==> src/rtl/core/mss_pkg.sv <==
// ----------------------------------------------------------------------------
// mss_pkg: motor starter supervisor shared definitions
// Phase codes, configuration register indexes, reset values and the item
// structures passed between the supervisor modules.
// ----------------------------------------------------------------------------
`default_nettype none

package mss_pkg;

   localparam int TIMER_W    = 17;
   localparam int CFG_W      = 16;
   localparam int DELTA_W    = 8;
   localparam int CSR_IDX_W  = 2;

   localparam logic [TIMER_W-1:0] TIMER_MAX = 17'h1FFFF;

   localparam logic [CFG_W-1:0] RESPONSE_TIMEOUT_RESET = 16'd5000;
   localparam logic [CFG_W-1:0] ALERT_HOLD_RESET       = 16'd2000;

   localparam logic [CSR_IDX_W-1:0] CSR_RESPONSE_TIMEOUT = 2'd0;
   localparam logic [CSR_IDX_W-1:0] CSR_ALERT_HOLD       = 2'd1;

   typedef enum logic [3:0] {
      PH_STOPPED  = 4'b0001,
      PH_STARTING = 4'b0010,
      PH_RUNNING  = 4'b0100,
      PH_STOPPING = 4'b1000
   } phase_type;

   typedef struct packed {
      logic [CFG_W-1:0] response_timeout_ms;
      logic [CFG_W-1:0] alert_hold_ms;
   } cfg_type;

   typedef struct packed {
      logic               fb_running;
      logic               fb_stopped;
      logic               start_request;
      logic               stop_request;
      logic               start_permit;
      logic               stop_permit;
      logic [DELTA_W-1:0] delta_ms;
   } req_item_type;

   typedef struct packed {
      logic start_cmd;
      logic stop_cmd;
      logic is_starting;
      logic is_stopping;
      logic is_running;
      logic is_stopped;
      logic unexpected_start;
      logic unexpected_stop;
      logic failed_to_start;
      logic failed_to_stop;
   } rsp_item_type;

endpackage

`default_nettype wire

==> src/rtl/core/mss_csr.sv <==
// ----------------------------------------------------------------------------
// mss_csr: configuration registers
// Holds the response timeout and alert hold times; writes to unused indexes
// are accepted and dropped.
// ----------------------------------------------------------------------------
`default_nettype none

module mss_csr
   import mss_pkg::*;
(
   input  wire logic                 clock,
   input  wire logic                 reset,
   input  wire logic                 csr_valid,
   output logic                      csr_ready,
   input  wire logic [CSR_IDX_W-1:0] csr_index,
   input  wire logic [CFG_W-1:0]     csr_data,
   output cfg_type                   cfg
);

   cfg_type cfg_ff;
   cfg_type cfg_in;

   always_comb begin
      cfg_in = cfg_ff;
      if (csr_valid) begin
         unique case (csr_index)
            CSR_RESPONSE_TIMEOUT: cfg_in.response_timeout_ms = csr_data;
            CSR_ALERT_HOLD:       cfg_in.alert_hold_ms       = csr_data;
            default:              cfg_in = cfg_ff;
         endcase
      end
   end

   always_ff @(posedge clock) begin
      if (reset) begin
         cfg_ff.response_timeout_ms <= RESPONSE_TIMEOUT_RESET;
         cfg_ff.alert_hold_ms       <= ALERT_HOLD_RESET;
      end else begin
         cfg_ff <= cfg_in;
      end
   end

   assign csr_ready = 1'b1;
   assign cfg       = cfg_ff;

endmodule

`default_nettype wire

==> src/rtl/core/mss_core.sv <==
// ----------------------------------------------------------------------------
// mss_core: supervisor state and step logic
// Holds phase, status, alerts, command latches and timers; computes the
// result of one item and commits the new state when advance is high.
// ----------------------------------------------------------------------------
`default_nettype none

module mss_core
   import mss_pkg::*;
(
   input  wire logic         clock,
   input  wire logic         reset,
   input  wire logic         advance,
   input  wire req_item_type item,
   input  wire cfg_type      cfg,
   output rsp_item_type      result
);

   phase_type          phase_ff, phase_in;
   logic [3:0]         status_ff, status_in;
   logic               ux_start_ff, ux_start_in;
   logic               ux_stop_ff, ux_stop_in;
   logic               ft_start_ff, ft_start_in;
   logic               ft_stop_ff, ft_stop_in;
   logic               cmd_start_ff, cmd_start_in;
   logic               cmd_stop_ff, cmd_stop_in;
   logic [TIMER_W-1:0] resp_timer_ff, resp_timer_in;
   logic [TIMER_W-1:0] alert_timer_ff, alert_timer_in;
   logic               alert_active_ff, alert_active_in;

   logic [TIMER_W:0]   resp_sum;
   logic [TIMER_W:0]   alert_sum;
   logic [TIMER_W-1:0] resp_sat;
   logic [TIMER_W-1:0] alert_sat;
   logic               timed_out;

   // saturating timer advance
   always_comb begin
      resp_sum  = {1'b0, resp_timer_ff} + (TIMER_W+1)'(item.delta_ms);
      alert_sum = {1'b0, alert_timer_ff} + (TIMER_W+1)'(item.delta_ms);
      resp_sat  = resp_sum[TIMER_W] ? TIMER_MAX : resp_sum[TIMER_W-1:0];
      alert_sat = alert_sum[TIMER_W] ? TIMER_MAX : alert_sum[TIMER_W-1:0];
      timed_out = resp_sat > {1'b0, cfg.response_timeout_ms};
   end

   always_comb begin
      phase_in        = phase_ff;
      ux_start_in     = ux_start_ff;
      ux_stop_in      = ux_stop_ff;
      ft_start_in     = ft_start_ff;
      ft_stop_in      = ft_stop_ff;
      cmd_start_in    = cmd_start_ff;
      cmd_stop_in     = cmd_stop_ff;
      resp_timer_in   = resp_sat;
      alert_timer_in  = alert_active_ff ? alert_sat : alert_timer_ff;
      alert_active_in = alert_active_ff;

      // feedback moves the phase; a transition in progress holds
      if (item.fb_running && !item.fb_stopped) begin
         phase_in = PH_RUNNING;
         if (status_ff == PH_STOPPED) ux_start_in = 1'b1;
      end
      if (item.fb_stopped && !item.fb_running) begin
         phase_in = PH_STOPPED;
         if (status_ff == PH_RUNNING) ux_stop_in = 1'b1;
      end
      if (status_ff == PH_STARTING) phase_in = PH_STARTING;
      if (status_ff == PH_STOPPING) phase_in = PH_STOPPING;

      unique case (phase_in)
         PH_STOPPED: begin
            if (item.start_request && item.start_permit) begin
               phase_in      = PH_STARTING;
               resp_timer_in = '0;
               cmd_start_in  = 1'b1;
            end
         end
         PH_STOPPING: begin
            if (item.fb_stopped) begin
               phase_in      = PH_STOPPED;
               resp_timer_in = '0;
               cmd_stop_in   = 1'b0;
            end else if (timed_out) begin
               phase_in      = PH_RUNNING;
               resp_timer_in = '0;
               ft_stop_in    = 1'b1;
               cmd_stop_in   = 1'b0;
            end else if (item.start_request) begin
               phase_in      = PH_STARTING;
               resp_timer_in = '0;
               cmd_stop_in   = 1'b0;
               cmd_start_in  = 1'b1;
            end
         end
         PH_RUNNING: begin
            if (item.stop_request && item.stop_permit) begin
               phase_in      = PH_STOPPING;
               resp_timer_in = '0;
               cmd_stop_in   = 1'b1;
            end
         end
         PH_STARTING: begin
            if (item.fb_running) begin
               phase_in      = PH_RUNNING;
               resp_timer_in = '0;
               cmd_start_in  = 1'b0;
            end else if (timed_out) begin
               phase_in      = PH_STOPPED;
               resp_timer_in = '0;
               ft_start_in   = 1'b1;
               cmd_start_in  = 1'b0;
            end else if (item.stop_request) begin
               phase_in      = PH_STOPPING;
               resp_timer_in = '0;
               cmd_stop_in   = 1'b1;
               cmd_start_in  = 1'b0;
            end
         end
         default: phase_in = phase_ff;
      endcase

      status_in = phase_in;

      // alert episode: start the hold timer once, clear all when it expires
      if (ux_start_in || ux_stop_in || ft_start_in || ft_stop_in) begin
         if (!alert_active_ff) begin
            alert_active_in = 1'b1;
            alert_timer_in  = '0;
         end
         if (alert_timer_in > {1'b0, cfg.alert_hold_ms}) begin
            ux_start_in     = 1'b0;
            ux_stop_in      = 1'b0;
            ft_start_in     = 1'b0;
            ft_stop_in      = 1'b0;
            alert_active_in = 1'b0;
         end
      end
   end

   always_ff @(posedge clock) begin
      if (reset) begin
         phase_ff        <= PH_STOPPED;
         status_ff       <= '0;
         ux_start_ff     <= 1'b0;
         ux_stop_ff      <= 1'b0;
         ft_start_ff     <= 1'b0;
         ft_stop_ff      <= 1'b0;
         cmd_start_ff    <= 1'b0;
         cmd_stop_ff     <= 1'b0;
         resp_timer_ff   <= '0;
         alert_timer_ff  <= '0;
         alert_active_ff <= 1'b0;
      end else if (advance) begin
         phase_ff        <= phase_in;
         status_ff       <= status_in;
         ux_start_ff     <= ux_start_in;
         ux_stop_ff      <= ux_stop_in;
         ft_start_ff     <= ft_start_in;
         ft_stop_ff      <= ft_stop_in;
         cmd_start_ff    <= cmd_start_in;
         cmd_stop_ff     <= cmd_stop_in;
         resp_timer_ff   <= resp_timer_in;
         alert_timer_ff  <= alert_timer_in;
         alert_active_ff <= alert_active_in;
      end
   end

   always_comb begin
      result.start_cmd        = cmd_start_in;
      result.stop_cmd         = cmd_stop_in;
      result.is_starting      = (status_in == PH_STARTING);
      result.is_stopping      = (status_in == PH_STOPPING);
      result.is_running       = (status_in == PH_RUNNING);
      result.is_stopped       = (status_in == PH_STOPPED);
      result.unexpected_start = ux_start_in;
      result.unexpected_stop  = ux_stop_in;
      result.failed_to_start  = ft_start_in;
      result.failed_to_stop   = ft_stop_in;
   end

endmodule

`default_nettype wire

==> src/rtl/core/motor_starter_supervisor.sv <==
// ----------------------------------------------------------------------------
// motor_starter_supervisor: starter supervision with feedback checking
// Each request transfer carries feedback, requests, interlocks and elapsed
// milliseconds; each produces one response transfer with commands, phase
// status and latched alerts.
//
// Channels: req_* in, rsp_* out, both valid/ready. csr_* writes register 0
// (response timeout, ms) or 1 (alert hold, ms); csr_ready is always high and
// other indexes are dropped. Write configuration only while idle.
// Path: a request transfer lands in the input register, is evaluated in
// one pass against the supervisor state and lands in the response
// register once that register has room.
// Throughput: one transfer per cycle while rsp_ready is high; the state
// update is a single pass of saturating adds, two compares and the phase
// selection.
// Reset: phase stopped, all status flags, alerts, commands and timers clear,
// timeout 5000 ms and hold 2000 ms; both pipeline stages empty.
// Stall: when rsp_ready is low the response holds, the input register holds
// its item and req_ready drops once it is full; nothing is lost.
// ----------------------------------------------------------------------------
`default_nettype none

module motor_starter_supervisor
   import mss_pkg::*;
(
   input  wire logic                 clock,
   input  wire logic                 reset,

   input  wire logic                 req_valid,
   output logic                      req_ready,
   input  wire logic                 req_fb_running,
   input  wire logic                 req_fb_stopped,
   input  wire logic                 req_start_request,
   input  wire logic                 req_stop_request,
   input  wire logic                 req_start_permit,
   input  wire logic                 req_stop_permit,
   input  wire logic [DELTA_W-1:0]   req_delta_ms,

   output logic                      rsp_valid,
   input  wire logic                 rsp_ready,
   output logic                      rsp_start_cmd,
   output logic                      rsp_stop_cmd,
   output logic                      rsp_is_starting,
   output logic                      rsp_is_stopping,
   output logic                      rsp_is_running,
   output logic                      rsp_is_stopped,
   output logic                      rsp_unexpected_start,
   output logic                      rsp_unexpected_stop,
   output logic                      rsp_failed_to_start,
   output logic                      rsp_failed_to_stop,

   input  wire logic                 csr_valid,
   output logic                      csr_ready,
   input  wire logic [CSR_IDX_W-1:0] csr_index,
   input  wire logic [CFG_W-1:0]     csr_data
);

   cfg_type      cfg;
   req_item_type req_item;
   req_item_type in_item_ff;
   logic         in_valid_ff, in_valid_in;
   rsp_item_type step_result;
   rsp_item_type rsp_item_ff;
   logic         rsp_valid_ff, rsp_valid_in;
   logic         advance;

   mss_csr u_csr (
      .clock     (clock),
      .reset     (reset),
      .csr_valid (csr_valid),
      .csr_ready (csr_ready),
      .csr_index (csr_index),
      .csr_data  (csr_data),
      .cfg       (cfg)
   );

   always_comb begin
      req_item.fb_running    = req_fb_running;
      req_item.fb_stopped    = req_fb_stopped;
      req_item.start_request = req_start_request;
      req_item.stop_request  = req_stop_request;
      req_item.start_permit  = req_start_permit;
      req_item.stop_permit   = req_stop_permit;
      req_item.delta_ms      = req_delta_ms;
   end

   // advance the held item into the response register when it has room
   assign advance   = in_valid_ff && (!rsp_valid_ff || rsp_ready);
   assign req_ready = !in_valid_ff || advance;

   always_comb begin
      in_valid_in = in_valid_ff;
      if (advance)   in_valid_in = 1'b0;
      if (req_valid && req_ready) in_valid_in = 1'b1;

      rsp_valid_in = rsp_valid_ff;
      if (rsp_valid_ff && rsp_ready) rsp_valid_in = 1'b0;
      if (advance) rsp_valid_in = 1'b1;
   end

   always_ff @(posedge clock) begin
      if (reset) begin
         in_valid_ff  <= 1'b0;
         rsp_valid_ff <= 1'b0;
      end else begin
         in_valid_ff  <= in_valid_in;
         rsp_valid_ff <= rsp_valid_in;
      end
   end

   // payload registers: load on transfer, hold otherwise
   always_ff @(posedge clock) begin
      if (req_valid && req_ready) in_item_ff <= req_item;
      if (advance) rsp_item_ff <= step_result;
   end

   mss_core u_core (
      .clock   (clock),
      .reset   (reset),
      .advance (advance),
      .item    (in_item_ff),
      .cfg     (cfg),
      .result  (step_result)
   );

   assign rsp_valid            = rsp_valid_ff;
   assign rsp_start_cmd        = rsp_item_ff.start_cmd;
   assign rsp_stop_cmd         = rsp_item_ff.stop_cmd;
   assign rsp_is_starting      = rsp_item_ff.is_starting;
   assign rsp_is_stopping      = rsp_item_ff.is_stopping;
   assign rsp_is_running       = rsp_item_ff.is_running;
   assign rsp_is_stopped       = rsp_item_ff.is_stopped;
   assign rsp_unexpected_start = rsp_item_ff.unexpected_start;
   assign rsp_unexpected_stop  = rsp_item_ff.unexpected_stop;
   assign rsp_failed_to_start  = rsp_item_ff.failed_to_start;
   assign rsp_failed_to_stop   = rsp_item_ff.failed_to_stop;

endmodule

`default_nettype wire

==> config.mk <==
export PLATFORM = sky130hd
export DESIGN_NAME = motor_starter_supervisor
export DESIGN_NICKNAME = d
export VERILOG_FILES = /design/src/rtl/core/mss_pkg.sv /design/src/rtl/core/mss_csr.sv /design/src/rtl/core/mss_core.sv /design/src/rtl/core/motor_starter_supervisor.sv
export SDC_FILE = /design/constraint.sdc
export NUM_CORES = 1
export LEC_CHECK = 0
export ABC_CLOCK_PERIOD_IN_PS = 5000
export BUFFER_PORTS_ARGS = -buffer_cell sky130_fd_sc_hd__buf_2
export CAP_MARGIN = 5
export CORE_MARGIN = 2
export CORE_UTILIZATION = 42
export DETAILED_ROUTE_END_ITERATION = 16
export GPL_TIMING_DRIVEN = 0
export PLACE_DENSITY = 0.7
export SYNTH_ARGS = -nofsm -noshare
export SYNTH_HDL_FRONTEND = slang
export SYNTH_SLANG_ARGS = --single-unit
==> constraint.sdc <==
create_clock -name clock -period 5 [get_ports clock]
set_input_delay 1 -clock clock [delete_from_list [all_inputs] [get_ports clock]]
set_output_delay 1 -clock clock [all_outputs]
set_load 0.01 [all_outputs]
==> results of run 1 <==
==> cell usage in the layout, fill, tap and decap left out, types with 4 or more instances in the layout <==
| cell type | Yosys | layout |
|---|---|---|
| nand2b_1 | 5 | 5 |
| inv_1 | 64 | 64 |
| edfxtp_1 | 24 | 24 |
| a211oi_1 | 9 | 9 |
| nand4_1 | 12 | 12 |
| mux2i_1 | 5 | 5 |
| ha_1 | 48 | 48 |
| and3_1 | 8 | 8 |
| a311oi_1 | 4 | 4 |
| a31oi_1 | 11 | 11 |
| clkbuf_16 | 0 | 10 |
| buf_2 | 6 | 53 |
| xor2_1 | 5 | 5 |
| o21ai_1 | 12 | 12 |
| nand2_1 | 121 | 121 |
| a21oi_1 | 72 | 72 |
| and4_1 | 5 | 5 |
| nand3_1 | 17 | 17 |
| xnor2_1 | 14 | 14 |
| nor3_1 | 16 | 16 |
| a21o_1 | 8 | 8 |
| o21ai_0 | 42 | 42 |
| and2_1 | 10 | 10 |
| nor2_1 | 51 | 51 |
| dfxtp_1 | 80 | 80 |
| o211ai_1 | 18 | 18 |
| clkbuf_1 | 19 | 21 |
| nor2b_1 | 5 | 5 |
==> final cells by class <==
| cell class | instances | area, um^2 | share of cell area (%) |
|---|---|---|---|
| Multi-Input combinational cell | 579 | 3710 | 51.6 |
| Sequential cell | 104 | 2320 | 32.3 |
| Clock buffer | 13 | 272 | 3.78 |
| Inverter | 65 | 244 | 3.39 |
| Timing Repair Buffer | 47 | 235 | 3.27 |
| Tap cell | 188 | 235 | 3.27 |
| Buffer | 28 | 124 | 1.72 |
| Clock inverter | 3 | 46.3 | 0.644 |
==> critical path, delay by kind of cell, from the launching register on <==
kind	cells	cell delay, ns
buffers and inverters	2	0.17
and+or+nand+nor	5	1.21
adders and majority gates	2	0.65
DFF	1	0.46
AOI/OAI and AO/OA	7	1.92
==> state kept, by name, indices dropped and copies added (netlist names), 4 cells and up <==
name	flops
in_item_ff	14
u_core.alert_timer_ff	17
u_core.resp_timer_ff	17
u_csr.cfg	32
u_core.status_ff	4
==> cell usage after synthesis (4+ instances only) <==
| master | n | area share [%] |
|---|---|---|
| a211oi_1 | 9 | 1.1 |
| a21o_1 | 8 | 0.94 |
| a21oi_1 | 72 | 5.6 |
| a311oi_1 | 4 | 0.55 |
| a31oi_1 | 11 | 1.1 |
| and2_1 | 10 | 0.98 |
| and3_1 | 8 | 0.78 |
| and4_1 | 5 | 0.68 |
| buf_2 | 6 | 0.47 |
| clkbuf_1 | 19 | 1.1 |
| dfxtp_1 | 80 | 25 |
| edfxtp_1 | 24 | 11 |
| ha_1 | 48 | 9.4 |
| inv_1 | 64 | 3.8 |
| mux2i_1 | 5 | 0.78 |
| nand2_1 | 121 | 7.1 |
| nand2b_1 | 5 | 0.49 |
| nand3_1 | 17 | 1.3 |
| nand4_1 | 12 | 1.2 |
| nor2_1 | 51 | 3.0 |
| nor2b_1 | 5 | 0.49 |
| nor3_1 | 16 | 1.3 |
| o211ai_1 | 18 | 2.1 |
| o21ai_0 | 42 | 3.3 |
| o21ai_1 | 12 | 0.94 |
| xnor2_1 | 14 | 1.9 |
| xor2_1 | 5 | 0.68 |
==> per-stage QoR <==
| stage | utilization, % | hold WS [ns] | std cells | cell area, um^2 | total power [mW] |
|---|---|---|---|---|---|
| finish | 47.8 | 0.456 | 1027 | 7190 | 1.92 |
| global route | 47.8 | 0.475 | 1027 | 7190 | 2.01 |
| CTS | 47.8 | 0.458 | 1027 | 7190 | 1.94 |
| detailed placement | 45.7 | 0.447 | 1011 | 6870 | 1.18 |
| global placement | 45.7 | 0.437 | 1011 | 6870 | 1.18 |
| floorplan | - | 0.429 | 776 | 6400 | 1.10 |
==> what timing repair did <==
| item | 4_1_cts | 5_1_grt |
|---|---|---|
| resized for setup | 0 | 1 |
| setup endpoints to repair | 0 | 9 |
| buffers inserted | 0 | 0 |
| hold buffers | 0 | 0 |
==> cells by family (layout without fill, tap and decap cells) <==
kind of cell | Yosys count | count (layout) | share of synthesized area, %
AOI/OAI and AO/OA | 227 | 227 | 23.6
buffers and inverters | 93 | 156 | 5.75
other | 1 | 1 | 0.0586
muxes | 5 | 5 | 0.782
and+or+nand+nor | 277 | 277 | 21.0
DFF | 104 | 104 | 36.3
xor gates and xnor gates | 19 | 19 | 2.60
adders and majority gates | 50 | 50 | 10.0
==> metal layers <==
metal  wire length (um)  global-route usage (%)  share of wire [%]
met3               1070                    4.77                6.5
met5                  0                       0                  0
met2               7310                    32.4                 45
met4                312                    6.59                1.9
met1               7690                    29.0                 47
==> power breakdown <==
part / internal (mW) / total (mW) / switching (mW)
sequential: 0.890 / 0.910 / 0.0193
combinational: 0.0955 / 0.254 / 0.159
clock: 0.435 / 0.758 / 0.324
==> worst min-delay path by stage <==
| stage | cells past startpoint | start | end |
|---|---|---|---|
| finish | 2 | u_csr.cfg[26] | u_csr.cfg[26] |
| CTS | 2 | u_core.resp_timer_ff[0] | u_core.resp_timer_ff[0] |
| global route | 2 | u_csr.cfg[29] | u_csr.cfg[29] |
| floorplan | 2 | u_core.resp_timer_ff[2] | u_core.resp_timer_ff[2] |
| global placement | 2 | u_core.resp_timer_ff[5] | u_core.resp_timer_ff[5] |
| detailed placement | 2 | u_core.resp_timer_ff[0] | u_core.resp_timer_ff[0] |
==> metrics, run 1 <==
Rows=45; detailed-route wire length=16400 um; Routed Antenna Nets=0; RSZ-0062 raised after global routing=false; Avg WL per Cell=15.9 um; reg2reg end=rsp_is_stopped; FF+latch count, synth=about 100; Setup crit end kind=register; status=finished, final reports clean; Synth Warn #=0; Reg2Reg Launch Point=in_item_ff[6]; initial antenna violation count=0; layout cells sized above 1=11.3%; core box area=15000 um^2; total CTS buffers=9; nets@finish=921; Avg Inst Size Synth=8.25 um^2; WP data required=5.10 ns; Clock Latency Late Sink=0.36 ns; unique cell type count in the Yosys netlist=81; DR iter-0 viols=approximately 450; post-DP HPWL=12400 um; top_reg_cell synth=dfxtp_1; FF-to-FF setup slack=0.33 ns; H-tree level count=3; I/O pins=50; Vias/cell=between 5 and 6; sequential element share of the synthesized area=36.3%; Max-cap violations=0; Synth Instances=776; Hold Crit Class=register to register; Reg2Reg Depth=16; Post-synth EDFFs=24; GRT Resource Usage Total=20.9%; crit path launch=in_item_ff[6]; critical path type=register to register; PwrDens=267 nW/um^2; first-pass GRT wire length=around 27000 um; Async SR Flop Fraction=0%; maximum clock path buffer count=2; syn nets=863; Worst Setup Start Kind=register; final hold vios=0; clk sinks=104; first-pass iteration count of the detailed router=5; Residual DRC=0; skew final=0.0151 ns; Slew @ Worst Pin=1.03 ns; fin crit share=93.4%; layout filler cell count=1487; die area=16200 um^2; CTS tree=yes; pre-CTS setup slack=0.316 ns; largest net degree at the start of global routing=20; routed vias=5772; Final min period=4.67 ns; CP peak stage delay=about 0.51 ns; slew margin rel.=31.3%; CP most frequent cell=nor2_1; n_diodes=0; Die Y=between 100 and 150 um; Leak=3.07 nW; setup ws final=roughly 0.33 ns; maximum fanout along the worst path=8; Starting Density=42.6%; setup tns final=0 ns; CTS Root Cell=clkbuf_16; CTS clk-pin slew, worst paths=around 0.070 ns; GPL Wtd Cong=0.912; CP arrival=4.77 ns; FMAX=214 MHz; Die W=127 um; endpoints failing setup=0; GRT Residual Overflow=0; CP max stage cell=nor2_1; synthesized cell area=about 6400 um^2; Critical Path Sink=rsp_is_stopped; input/output buffers=47; Area Growth Syn to Fin=12.3%; Slew Viols, Final=0; CP cell instances=ha_1 > o21ai_0 > a21oi_1 > nor2b_1 > nand2_1 > nor2_1 > nor2_1 > inv_1 > ha_1 > a211oi_1 > nor2_1 > o31ai_1 > a31oi_1 > a21o_1 > a221oi_2 > inv_1; Worst VDD drop=0.197 mV; vias in the first global route=5274
Power figures use the tool's default switching activity.
==> inputs of run 2 (changes only) <==
- ABC_CLOCK_PERIOD_IN_PS: 5000 -> 4500
- GPL_TIMING_DRIVEN: 0 -> not set
- clock period: 5 -> 4.5 ns (I/O delays scaled with it)
==> metrics, run 2 (same netlist as run 1, synthesis figures left out) <==
status=finished, final reports clean; Avg WL per Cell=16.3 um (+1.9%); Clock Latency Late Sink=0.36 ns (about the same); maximum fanout along the worst path=7 (-1); skew final=0.0113 ns (-0.00382 ns); Slew Viols, Final=0 (unchanged); FMAX=241 MHz (+12%); total CTS buffers=9 (unchanged); layout cells sized above 1=13.2% (+1.9 points); max reg flops=32 (unchanged); CTS clk-pin slew, worst paths=0.07 ns (about the same); CP peak stage delay=0.45 ns (-0.06 ns); Starting Density=42.6% (unchanged); Slew @ Worst Pin=0.765 ns (-0.266 ns); Storage cell area=2320 um^2 (unchanged); Reg power frac=48.2% (+0.9 points); maximum clock path buffer count=2 (unchanged); CP most frequent cell=ha_1; Clock power frac=38.3% (-1.2 points); Hold Crit Class=register to register; critical path type=register to register; crit path launch=in_item_ff[0]; core box area=15000 um^2 (unchanged); Placed Instances=998 (-1.3%); vias in the first global route=5505 (+4.4%); H-tree level count=3 (unchanged); met2 Resource Use GR=35.2% (+2.8 points); Pint=1.54 mW (+8.4%); Leak=3.10 nW (+0.74%); die area=16200 um^2 (unchanged); initial antenna violation count=0 (unchanged); PwrDens=292 nW/um^2 (+9.1%); Vias/cell=5.67 (+0.81%); GR met3 Demand/Resource=4.77% (unchanged); layer with the highest usage=met2; Area Growth Syn to Fin=12.6%; hold buffer count at CTS=0 (unchanged); Post-Layout Cell Count=1014 (-1.3%); GRT Residual Overflow=0 (unchanged); area of the multi-input gates=3750 um^2 (+1.0%); Die Y=127 um (unchanged); GRT Resource Usage Total=21.1% (+0.19 points); Setup crit end kind=register; WP data required=4.60 ns (-0.50 ns); Max-cap violations=0 (unchanged); Sw Pwr=562 uW (+12%); Die W=127 um (unchanged); hold path startpoint=u_csr.cfg[26]; critical path's top delay family=compound AO/OA/AOI/OAI gates; Reg2Reg Launch Point=in_item_ff[0]; setup tns final=0 ns (unchanged); Residual DRC=0 (unchanged); I/O pins=50 (unchanged); met1 usage=27.8% (-1.2 points); Buf/Inv on CP=2 (unchanged); most frequent cells in the layout=nand2_1, dfxtp_1, a21oi_1; Final min period=4.15 ns (-0.516 ns); commonest non-fill, non-tap cell in the layout=nand2_1; layout filler cell count=1452 (-2.4%); Rows=45 (unchanged); CP max stage cell=fa_1; final hold vios=0 (unchanged); clk sinks=104 (unchanged); GPL Wtd Cong=0.936 (+2.6%); slew margin rel.=49.0% (+18 points); first-pass GRT wire length=27500 um (+2.4%); endpoints failing setup=0 (unchanged); CTS tree=yes; detailed-route wire length=16500 um (+0.62%); post-DP HPWL=12300 um (-0.80%); nets@finish=908 (-1.4%); fin crit share=92.3% (-1.1 points); Routed Antenna Nets=0 (unchanged); largest net degree at the start of global routing=36 (+80%); first-pass iteration count of the detailed router=6 (+1); CTS Root Cell=clkbuf_16; setup ws final=0.348 ns (+0.0158 ns); DR iter-0 viols=523 (+18%); CP cell instances=ha_1 > fa_1 > a211oi_1 > o21ai_1 > o211ai_1 > xor2_1 > and2_1 > inv_1 > ha_1 > nand3_1 > nor3_1 > nand2_1 > a31oi_2 > a21oi_4 > buf_4 > a311oi_1 > nor2_1; CP arrival=4.25 ns (-0.52 ns); n_diodes=0 (unchanged); input/output buffers=48 (+2.1%); Worst Setup Start Kind=register; Sw Share=26.7% (+0.65 points); pre-CTS setup slack=0.159 ns (-0.156 ns); Worst VDD drop=0.225 mV (+14%); routed vias=5745 (-0.47%); Logic pwr share=13.4% (+0.2 points)
[run 2: cell count changes in the layout (fill, tap and decap cells not counted), sizes merged]
cell	before	now
clkinv	1	3
inv	65	66
bufinv	1	0
buf	56	62
clkbuf	32	12
clkinvlp	1	0
[run 2: metal layers]
| layer | wire (um) | share of wire (%) |
|---|---|---|
| met2 | 7650 | 46 |
| met4 | 248 | 1.5 |
| met5 | 0 | 0 |
| met3 | 936 | 5.7 |
| met1 | 7650 | 46 |
[run 2: area by class of cell]
cell class	instances	area share, %
Inverter	65	3.39
Clock inverter	4	0.434
Sequential cell	104	32.2
Clock buffer	12	3.85
Multi-Input combinational cell	579	52.0
Tap cell	188	3.26
Timing Repair Buffer	62	4.79
[run 2: worst register-to-register path: stages (launching register included)]
cell and delay, ns:
edfxtp_1 0.41, ha_1 0.25, fa_1 0.45, a211oi_1 0.25, o21ai_1 0.20, o211ai_1 0.25, xor2_1 0.16, and2_1 0.16
inv_1 0.05, ha_1 0.29, nand3_1 0.13, nor3_1 0.26, nand2_1 0.12, a31oi_2 0.29, a21oi_4 0.07, buf_4 0.17
a311oi_1 0.32, nor2_1 0.09
[run 2: power by group through the flow]
| stage | Clock (mW) | Sequential, mW | Combinational, mW |
|---|---|---|---|
| after detailed placement | 0 | 1.03 | 0.276 |
| after floorplan | 0 | 1.03 | 0.195 |
| after global placement | 0 | 1.03 | 0.274 |
| final | 0.805 | 1.01 | 0.282 |
| after CTS | 0.820 | 1.01 | 0.278 |
| after global routing | 0.863 | 1.02 | 0.320 |
[run 2: repair_timing]
item / 4_1_cts / 5_1_grt
setup endpoints to repair: 0 / 45
resized for setup: 0 / 10
setup buffers: 0 / 0
[run 2: worst paths after layout]
| check | endpoint | slack (ns) | depth (start not counted) |
|---|---|---|---|
| worst min register to register | u_csr.cfg[26] | 0.46 | 2 |
| worst min-delay path | u_csr.cfg[26] | 0.46 | 2 |
| worst max-delay path | rsp_stop_cmd | 0.35 | 17 |
| worst max register to register | rsp_stop_cmd | 0.35 | 17 |
[run 2: stage by stage]
step | util (%) | area (um^2) | power (mW) | hold WS [ns]
floorplan | - | 6400 | 1.22 | 0.429
global placement | 45.7 | 6860 | 1.31 | 0.441
detailed placement | 45.7 | 6860 | 1.31 | 0.450
CTS | 47.7 | 7170 | 2.11 | 0.460
global route | 47.9 | 7210 | 2.20 | 0.478
finish | 47.9 | 7210 | 2.10 | 0.457
